===== src/hdl/gnt_pkg.sv =====
package gnt_pkg;

    // Line counter width and result queue sizing
    localparam int LINE_BITS  = 16;
    localparam int RES_MAX    = 3;
    localparam int FIFO_DEPTH = 4;
    localparam int FIFO_AW    = $clog2(FIFO_DEPTH);
    localparam int FIFO_CW    = $clog2(FIFO_DEPTH + 1);
    localparam int RES_CW     = $clog2(RES_MAX + 1);

    // Character codes
    localparam logic [7:0] CH_NUL    = 8'h00;
    localparam logic [7:0] CH_TAB    = 8'h09;
    localparam logic [7:0] CH_LF     = 8'h0A;
    localparam logic [7:0] CH_SPACE  = 8'h20;
    localparam logic [7:0] CH_HASH   = 8'h23;
    localparam logic [7:0] CH_QUOTE  = 8'h27;
    localparam logic [7:0] CH_LPAREN = 8'h28;
    localparam logic [7:0] CH_RPAREN = 8'h29;
    localparam logic [7:0] CH_STAR   = 8'h2A;
    localparam logic [7:0] CH_PLUS   = 8'h2B;
    localparam logic [7:0] CH_DASH   = 8'h2D;
    localparam logic [7:0] CH_SLASH  = 8'h2F;
    localparam logic [7:0] CH_SEMI   = 8'h3B;
    localparam logic [7:0] CH_EQ     = 8'h3D;
    localparam logic [7:0] CH_GT     = 8'h3E;
    localparam logic [7:0] CH_QMARK  = 8'h3F;
    localparam logic [7:0] CH_UNDER  = 8'h5F;
    localparam logic [7:0] CH_BAR    = 8'h7C;

    typedef enum logic [2:0] {
        MODE_NORMAL,
        MODE_STRING,
        MODE_REGEX,
        MODE_IDENT,
        MODE_COMMENT,
        MODE_DASH
    } t_mode;

    typedef enum logic [3:0] {
        KIND_OR,
        KIND_LPAREN,
        KIND_RPAREN,
        KIND_PLUS,
        KIND_STAR,
        KIND_SEMI,
        KIND_OPT,
        KIND_ARROW,
        KIND_TEXT,
        KIND_STR_END,
        KIND_RGX_END,
        KIND_ID_END,
        KIND_ERROR,
        KIND_END
    } t_kind;

    typedef enum logic [1:0] {
        ERR_NONE,
        ERR_BAD_CHAR,
        ERR_DASH,
        ERR_NEWLINE
    } t_err;

    typedef struct packed {
        logic [7:0] source_byte;
        logic       byte_present;
        logic       final_item;
    } t_item;

    typedef struct packed {
        t_kind                kind;
        logic [7:0]           text;
        logic [LINE_BITS-1:0] line;
        t_err                 err;
        logic                 last;
    } t_result;

    typedef struct packed {
        t_result [RES_MAX-1:0] res;
        logic [RES_CW-1:0]     cnt;
    } t_res_set;

endpackage


===== src/hdl/gnt_scan.sv =====
module gnt_scan (
    input  logic              i_clk,
    input  logic              i_rst_n,
    input  gnt_pkg::t_item    i_item,
    input  logic              i_advance,
    output gnt_pkg::t_res_set o_set
);
    import gnt_pkg::*;

    t_mode                r_mode;
    t_mode                n_mode;
    logic [LINE_BITS-1:0] r_line;
    logic [LINE_BITS-1:0] n_line;
    t_res_set             res_set;
    logic                 do_normal;
    logic [7:0]           c;
    logic [7:0]           end_char;
    t_kind                end_kind;

    function automatic logic is_letter(input logic [7:0] b);
        return (b >= 8'h61 && b <= 8'h7A) || (b >= 8'h41 && b <= 8'h5A);
    endfunction

    function automatic logic is_ident_char(input logic [7:0] b);
        return is_letter(b) || (b >= 8'h30 && b <= 8'h39) || b == CH_UNDER || b == CH_QMARK;
    endfunction

    // Append one result, drop it once the set is full
    function automatic t_res_set push(input t_res_set s, input t_kind k,
                                      input logic [7:0] b, input t_err e,
                                      input logic [LINE_BITS-1:0] ln);
        t_res_set o;
        o = s;
        if (s.cnt < RES_CW'(RES_MAX)) begin
            o.res[s.cnt[1:0]] = '{kind: k, text: b, line: ln, err: e, last: 1'b0};
            o.cnt = s.cnt + 1'b1;
        end
        return o;
    endfunction

    assign c = i_item.source_byte;

    // Classify the byte against the current mode and build the result set
    always_comb begin
        res_set   = '0;
        n_mode    = r_mode;
        n_line    = r_line;
        do_normal = 1'b0;
        end_char  = (r_mode == MODE_STRING) ? CH_QUOTE : CH_SLASH;
        end_kind  = (r_mode == MODE_STRING) ? KIND_STR_END : KIND_RGX_END;

        if (i_item.byte_present) begin
            case (r_mode)
                MODE_STRING, MODE_REGEX: begin
                    if (c == end_char || c == CH_NUL) begin
                        res_set = push(res_set, end_kind, 8'h00, ERR_NONE, n_line);
                        n_mode  = MODE_NORMAL;
                    end else if (c == CH_LF) begin
                        res_set = push(res_set, KIND_ERROR, 8'h00, ERR_NEWLINE, n_line);
                        if (n_line != '1) begin
                            n_line = n_line + 1'b1;
                        end
                        res_set = push(res_set, end_kind, 8'h00, ERR_NONE, n_line);
                        n_mode  = MODE_NORMAL;
                    end else begin
                        res_set = push(res_set, KIND_TEXT, c, ERR_NONE, n_line);
                    end
                end
                MODE_IDENT: begin
                    if (is_ident_char(c)) begin
                        res_set = push(res_set, KIND_TEXT, c, ERR_NONE, n_line);
                    end else begin
                        res_set   = push(res_set, KIND_ID_END, 8'h00, ERR_NONE, n_line);
                        do_normal = 1'b1;
                    end
                end
                MODE_COMMENT: begin
                    if (c == CH_LF) begin
                        n_mode = MODE_NORMAL;
                        if (n_line != '1) begin
                            n_line = n_line + 1'b1;
                        end
                    end
                end
                MODE_DASH: begin
                    n_mode = MODE_NORMAL;
                    if (c == CH_GT) begin
                        res_set = push(res_set, KIND_ARROW, 8'h00, ERR_NONE, n_line);
                    end else begin
                        res_set   = push(res_set, KIND_ERROR, 8'h00, ERR_DASH, n_line);
                        do_normal = 1'b1;
                    end
                end
                default: begin
                    do_normal = 1'b1;
                end
            endcase
        end

        // Handle the byte in normal mode
        if (do_normal) begin
            n_mode = MODE_NORMAL;
            case (c)
                CH_LF: begin
                    if (n_line != '1) begin
                        n_line = n_line + 1'b1;
                    end
                end
                CH_SPACE, CH_TAB: ;
                CH_BAR:    res_set = push(res_set, KIND_OR, 8'h00, ERR_NONE, n_line);
                CH_LPAREN: res_set = push(res_set, KIND_LPAREN, 8'h00, ERR_NONE, n_line);
                CH_RPAREN: res_set = push(res_set, KIND_RPAREN, 8'h00, ERR_NONE, n_line);
                CH_PLUS:   res_set = push(res_set, KIND_PLUS, 8'h00, ERR_NONE, n_line);
                CH_STAR:   res_set = push(res_set, KIND_STAR, 8'h00, ERR_NONE, n_line);
                CH_SEMI:   res_set = push(res_set, KIND_SEMI, 8'h00, ERR_NONE, n_line);
                CH_QMARK:  res_set = push(res_set, KIND_OPT, 8'h00, ERR_NONE, n_line);
                CH_QUOTE:  n_mode = MODE_STRING;
                CH_SLASH:  n_mode = MODE_REGEX;
                CH_DASH:   n_mode = MODE_DASH;
                CH_HASH, CH_EQ: n_mode = MODE_COMMENT;
                default: begin
                    if (is_letter(c)) begin
                        res_set = push(res_set, KIND_TEXT, c, ERR_NONE, n_line);
                        n_mode  = MODE_IDENT;
                    end else begin
                        res_set = push(res_set, KIND_ERROR, 8'h00, ERR_BAD_CHAR, n_line);
                    end
                end
            endcase
        end

        // Close the source: end token (or dash error) for an open construct if the set has room, then END
        if (i_item.final_item) begin
            if (res_set.cnt < RES_CW'(RES_MAX - 1)) begin
                case (n_mode)
                    MODE_STRING: res_set = push(res_set, KIND_STR_END, 8'h00, ERR_NONE, n_line);
                    MODE_REGEX:  res_set = push(res_set, KIND_RGX_END, 8'h00, ERR_NONE, n_line);
                    MODE_IDENT:  res_set = push(res_set, KIND_ID_END, 8'h00, ERR_NONE, n_line);
                    MODE_DASH:   res_set = push(res_set, KIND_ERROR, 8'h00, ERR_DASH, n_line);
                    default: ;
                endcase
            end
            res_set = push(res_set, KIND_END, 8'h00, ERR_NONE, n_line);
            n_mode  = MODE_NORMAL;
            n_line  = '0;
        end

        // Flag the last result of the item
        if (res_set.cnt != '0) begin
            res_set.res[2'(res_set.cnt - 1'b1)].last = 1'b1;
        end
    end

    assign o_set = res_set;

    // Advance scan state once the item is taken
    always_ff @(posedge i_clk) begin
        if (!i_rst_n) begin
            r_mode <= MODE_NORMAL;
            r_line <= '0;
        end else if (i_advance) begin
            r_mode <= n_mode;
            r_line <= n_line;
        end
    end

    a_final_resets: assert property (@(posedge i_clk) disable iff (!i_rst_n)
        (i_advance && i_item.final_item) |=> (r_mode == MODE_NORMAL && r_line == '0))
        else $error("scan state not cleared after final item");

    a_final_has_end: assert property (@(posedge i_clk) disable iff (!i_rst_n)
        i_item.final_item |-> (res_set.cnt != '0))
        else $error("final item produced no END");

    a_comment_holds: assert property (@(posedge i_clk) disable iff (!i_rst_n)
        (i_advance && i_item.byte_present && !i_item.final_item
         && r_mode == MODE_COMMENT && i_item.source_byte != CH_LF)
        |=> (r_mode == MODE_COMMENT && $stable(r_line)))
        else $error("comment left without newline");

endmodule


===== src/hdl/gnt_fifo.sv =====
module gnt_fifo (
    input  logic              i_clk,
    input  logic              i_rst_n,
    input  logic              i_wr_en,
    input  gnt_pkg::t_res_set i_wr_set,
    output logic              o_room,
    output logic              o_valid,
    input  logic              i_ready,
    output gnt_pkg::t_result  o_head
);
    import gnt_pkg::*;

    t_result              mem [FIFO_DEPTH];
    logic [FIFO_AW-1:0]   r_wr_ptr;
    logic [FIFO_AW-1:0]   r_rd_ptr;
    logic [FIFO_CW-1:0]   r_count;
    logic [FIFO_CW-1:0]   wr_n;
    logic                 pop;

    assign wr_n    = i_wr_en ? FIFO_CW'(i_wr_set.cnt) : '0;
    assign o_room  = r_count <= FIFO_CW'(FIFO_DEPTH - RES_MAX);
    assign o_valid = r_count != '0;
    assign pop     = o_valid && i_ready;
    assign o_head  = mem[r_rd_ptr];

    // Store the new results in order behind the tail
    always_ff @(posedge i_clk) begin
        for (int k = 0; k < RES_MAX; k++) begin
            if (i_wr_en && RES_CW'(k) < i_wr_set.cnt) begin
                mem[r_wr_ptr + FIFO_AW'(k)] <= i_wr_set.res[k];
            end
        end
    end

    // Advance pointers and occupancy
    always_ff @(posedge i_clk) begin
        if (!i_rst_n) begin
            r_wr_ptr <= '0;
            r_rd_ptr <= '0;
            r_count  <= '0;
        end else begin
            r_wr_ptr <= r_wr_ptr + FIFO_AW'(wr_n);
            r_rd_ptr <= r_rd_ptr + FIFO_AW'(pop);
            r_count  <= r_count + wr_n - FIFO_CW'(pop);
        end
    end

    a_count_bound: assert property (@(posedge i_clk) disable iff (!i_rst_n)
        r_count <= FIFO_CW'(FIFO_DEPTH))
        else $error("result queue over depth");

    a_no_overflow: assert property (@(posedge i_clk) disable iff (!i_rst_n)
        i_wr_en |-> (({1'b0, r_count} + {1'b0, wr_n}) <= (FIFO_CW + 1)'(FIFO_DEPTH)))
        else $error("result queue overflow");

    a_count_track: assert property (@(posedge i_clk) disable iff (!i_rst_n)
        (i_wr_en && !pop) |=> (r_count == $past(r_count) + $past(wr_n)))
        else $error("result queue count mismatch");

endmodule


===== src/hdl/grammar_notation_tokenizer.sv =====
// Streaming tokenizer for a small grammar notation: one source byte per input word,
// tokens out as words carrying kind, text byte, line number, error code and a flag on
// the last token of each byte. A byte is taken every cycle while each byte yields at most
// one token and the output is ready; a byte that yields two or three tokens (an identifier
// end or dangling dash followed by another token, a newline inside a string, a final byte
// that adds END to other tokens) holds up the input, since the four-entry result queue
// issues one word per cycle while the output is ready and takes a byte only while it holds
// at most one word. Each input word is registered before its tokens enter the queue.
// Scan mode and line count reset after each final word, so sources can follow directly.
module grammar_notation_tokenizer (
    input  logic                          i_clk,
    input  logic                          i_rst_n,
    input  logic                          i_in_valid,
    output logic                          o_in_ready,
    input  logic [7:0]                    i_source_byte,
    input  logic                          i_byte_present,
    input  logic                          i_final_item,
    output logic                          o_out_valid,
    input  logic                          i_out_ready,
    output logic [3:0]                    o_token_kind,
    output logic [7:0]                    o_text_byte,
    output logic [gnt_pkg::LINE_BITS-1:0] o_line_number,
    output logic [1:0]                    o_error_code,
    output logic                          o_run_last
);
    import gnt_pkg::*;

    t_item    r_item;
    logic     r_in_valid;
    logic     room;
    logic     consume;
    t_res_set res_set;
    t_result  head;

    assign consume    = r_in_valid && room;
    assign o_in_ready = !r_in_valid || consume;

    // Hold the input word until the queue can take its results
    always_ff @(posedge i_clk) begin
        if (!i_rst_n) begin
            r_in_valid <= 1'b0;
        end else if (o_in_ready) begin
            r_in_valid <= i_in_valid;
        end
    end

    always_ff @(posedge i_clk) begin
        if (o_in_ready && i_in_valid) begin
            r_item <= '{source_byte: i_source_byte, byte_present: i_byte_present,
                        final_item: i_final_item};
        end
    end

    gnt_scan u_scan (
        .i_clk     (i_clk),
        .i_rst_n   (i_rst_n),
        .i_item    (r_item),
        .i_advance (consume),
        .o_set     (res_set)
    );

    gnt_fifo u_fifo (
        .i_clk    (i_clk),
        .i_rst_n  (i_rst_n),
        .i_wr_en  (consume),
        .i_wr_set (res_set),
        .o_room   (room),
        .o_valid  (o_out_valid),
        .i_ready  (i_out_ready),
        .o_head   (head)
    );

    assign o_token_kind  = head.kind;
    assign o_text_byte   = head.text;
    assign o_line_number = head.line;
    assign o_error_code  = head.err;
    assign o_run_last    = head.last;

endmodule

===== config.mk =====
export PLATFORM = sky130hd
export DESIGN_NAME = grammar_notation_tokenizer
export DESIGN_NICKNAME = d
export VERILOG_FILES = /design/src/hdl/gnt_pkg.sv /design/src/hdl/gnt_scan.sv /design/src/hdl/gnt_fifo.sv /design/src/hdl/grammar_notation_tokenizer.sv
export SDC_FILE = /design/constraint.sdc
export NUM_CORES = 1
export LEC_CHECK = 0
export BUFFER_PORTS_ARGS = -buffer_cell sky130_fd_sc_hd__buf_2
export CAP_MARGIN = 20
export CORE_MARGIN = 2
export CORE_UTILIZATION = 55
export CTS_BUF_LIST = sky130_fd_sc_hd__clkbuf_4 sky130_fd_sc_hd__clkbuf_8
export DETAILED_ROUTE_END_ITERATION = 8
export GPL_ROUTABILITY_DRIVEN = 0
export GPL_TIMING_DRIVEN = 0
export HOLD_SLACK_MARGIN = 0.12
export PLACE_DENSITY = 0.75
export SLEW_MARGIN = 20
export SYNTH_ARGS = -nofsm -noshare
export SYNTH_HDL_FRONTEND = slang
export SYNTH_SLANG_ARGS = --single-unit

===== constraint.sdc =====
create_clock -name i_clk -period 5.6 [get_ports i_clk]
set_input_delay 0.56 -clock i_clk [delete_from_list [all_inputs] [get_ports i_clk]]
set_output_delay 0.56 -clock i_clk [all_outputs]
set_load 0.01 [all_outputs]

==> metrics.txt <==
vias=around 11000; CP required=a little under 6000 ps; clock power share=between 20% and 30%; cells after synthesis=1148; largest net degree at the start of global routing=32; Hold Buf Count CTS=0; Logic pwr share=between 20 and 30%; Num CTS Buffers=17; flops & latches, synth=161; Pwr per Cell Area=266 nW/µm²; Worst-path clk slew=roughly 110 ps; GR Overflow Total=0; Die Width=148 µm; post-route DRC violation count=0; Peak VDD IR=0.152 mV; Worst Hold Class=in2reg; min cycle time layout=about 5100 ps; Tcrit/Tclk final=91.9%; Hold WS=between 200 and 250 ps; CP endpoint kind=flip-flop; Synth Cell Area=11400 µm²; CTS tree=done; clk_skew=22.4 ps; post-synth cell types=between 100 and 150; critical path class=reg2reg; Seq/Total Area, Yosys=40.2%; core area=20200 µm²; EDFF count, synth=approximately 130; RSZ-0062 raised after global routing=false; clk root buf=clkbuf_8; internal power=2.13 mW; cts repair resizes=0; # diodes=0; Finish-stage setup viols=0; TritonRoute pass-1 iters=7; Max-Cap Viols=0; die extent in y=148 µm; Max Root-Sink Buffers=2; async set-reset flop share out of synthesis=0%; switch share=35.6%; hold depth=1; # placed instances=1469; LEAKAGE=about 4.0 nW; Sink Count=about 160; syn_nets=1170; area of the die=21800 µm²; Hold Vio Cnt, Final=0; H-tree depth=4; layout cell share with drive strength beyond 1=between 10% and 20%; Clk Latency, worst-skew pair=490 ps; Max Slew Vio Count=0; fin nets=1240; Site Rows=52; first-pass GRT wire length=~56000 µm; outcome=finished, final reports clean; max_slew headroom=31.2%; DRT Wirelength=36800 µm; crit path launch type=flip-flop; CP Max Fanout=8; Setup Buffers After CTS=0; vias in the first global route=between 9000 and 10000; FMAX=just under 200 MHz; Area growth syn-to-layout=9.21%; ANT nets after route=0; synthesized area per cell=9.90 µm²; Sequential Power Share=between 40% and 50%; Worst EP arrival=~5300 ps; initial antenna violation count=0; GR Util All Layers=33.5%; DP Wirelength=27300 µm; Tightest Pin Transition=1030 ps; Ys Warns=0; Via density=7.06; Iteration-0 DRC Markers=1878; port bufs=46; cells on worst reg2reg path=13; post-route insts no fill=1501; wire per inst=between 20 and 25 µm; switching power=1.17 mW; Synth Flop Type=edfxtp_1; I/O pin cnt=47; Initial Util=roughly 56%
-- routing by layer --
| metal | global-route usage [%] | share of wire, % |
|---|---|---|
| met5 | 0 | 0 |
| met4 | 13.3 | 4.0 |
| met3 | 8.24 | 13 |
| met2 | 51.4 | 45 |
| met1 | 45.9 | 38 |
-- critical path: stages (launching register included) --
cell,delay (ps)
dfxtp_1,470
ha_1,310
nand3_1,270
nor4_4,570
nor3_4,110
xnor2_1,270
inv_1,190
ha_1,240
nand3b_4,130
nor4_2,620
nand4_1,200
o21a_1,260
a222oi_1,850
o221ai_1,330
-- sequential cells by signal, summed over array words and instances (netlist names) --
name / count
r_in_valid: 1
u_scan.r_line: 16
u_scan.r_mode: 3
r_item: 10
u_fifo.r_rd_ptr: 2
u_fifo.mem: 124
u_fifo.r_count: 3
u_fifo.r_wr_ptr: 2
-- layout make-up --
cell class                 count  area (µm²)
fill                        1655        7830
multi-input combinational    876        6340
sequential                   161        4560
buffer                        94         415
tap                          270         338
timing repair buffer          51         300
clock buffer                  17         234
clock inverter                15         150
inverter                      17        63.8
-- power groups by stage --
stage	registers (mW)	clock network, mW	logic (mW)
5_1_grt	1.44	0.919	1.05
6_report	1.44	0.879	0.983
3_3_place_gp	1.46	0	0.940
4_1_cts	1.44	0.871	0.971
3_5_place_dp	1.46	0	0.966
2_1_floorplan	1.45	0	0.668
-- cells by family after synthesis --
| logic type | Yosys count | share of synthesized area, % |
|---|---|---|
| AND/OR/NAND/NOR | 440 | 21.6 |
| multiplexers | 41 | 7.06 |
| XOR/XNOR | 33 | 2.78 |
| AO/OA/AOI/OAI | 354 | 23.2 |
| flip-flops | 161 | 40.2 |
| buffers and inverters | 111 | 4.22 |
| adder cells (fa/ha/maj) | 8 | 0.947 |
-- path summary, 6_finish.rpt --
kind                      startpoint            endpoint  slack [ps]
setup / recovery    u_scan.r_line[1]   u_fifo.mem[0][15]         450
hold / removal      i_source_byte[3]           r_item[5]         240
setup reg to reg    u_scan.r_line[1]   u_fifo.mem[0][15]         450
hold reg to reg   u_fifo.r_wr_ptr[0]  u_fifo.r_wr_ptr[0]         590
-- through the flow --
stage | util (%) | total power [mW] | setup WS, ps | cell area [µm²] | TNS (ps)
2_1_floorplan | - | 2.12 | 112 | 11400 | 0
3_3_place_gp | 58.9 | 2.40 | -1910 | 11900 | -81820
3_5_place_dp | 59.4 | 2.43 | 735 | 12000 | 0
4_1_cts | 61.3 | 3.28 | 727 | 12400 | 0
5_1_grt | 61.3 | 3.42 | 358 | 12400 | 0
6_report | 61.3 | 3.30 | 451 | 12400 | 0
-- layout by cell type (no fill, tap or decap), types with 25 or more instances in the layout --
cell type / n
a21oi_1: 68
and2_1: 25
buf_2: 70
clkbuf_1: 57
dfxtp_1: 27
edfxtp_1: 134
mux4_2: 31
nand2_1: 140
nand3_1: 33
nand4_1: 26
nor2_1: 69
nor2b_1: 38
o21ai_0: 44
o221ai_1: 49
-- Yosys cell counts (all sizes together) (26+ instances only) --
master / n / share of area, %
a21oi: 72 / 3.3
and2: 26 / 1.4
buf: 35 / 1.7
clkbuf: 59 / 2.0
dfxtp: 27 / 4.8
edfxtp: 134 / 35
mux4: 31 / 6.1
nand2: 143 / 4.8
nand3: 33 / 1.5
nand4: 29 / 1.9
nor2: 71 / 2.4
nor2b: 38 / 2.1
o21ai: 55 / 2.5
o221ai: 51 / 4.0
Power figures use the tool's default switching activity.
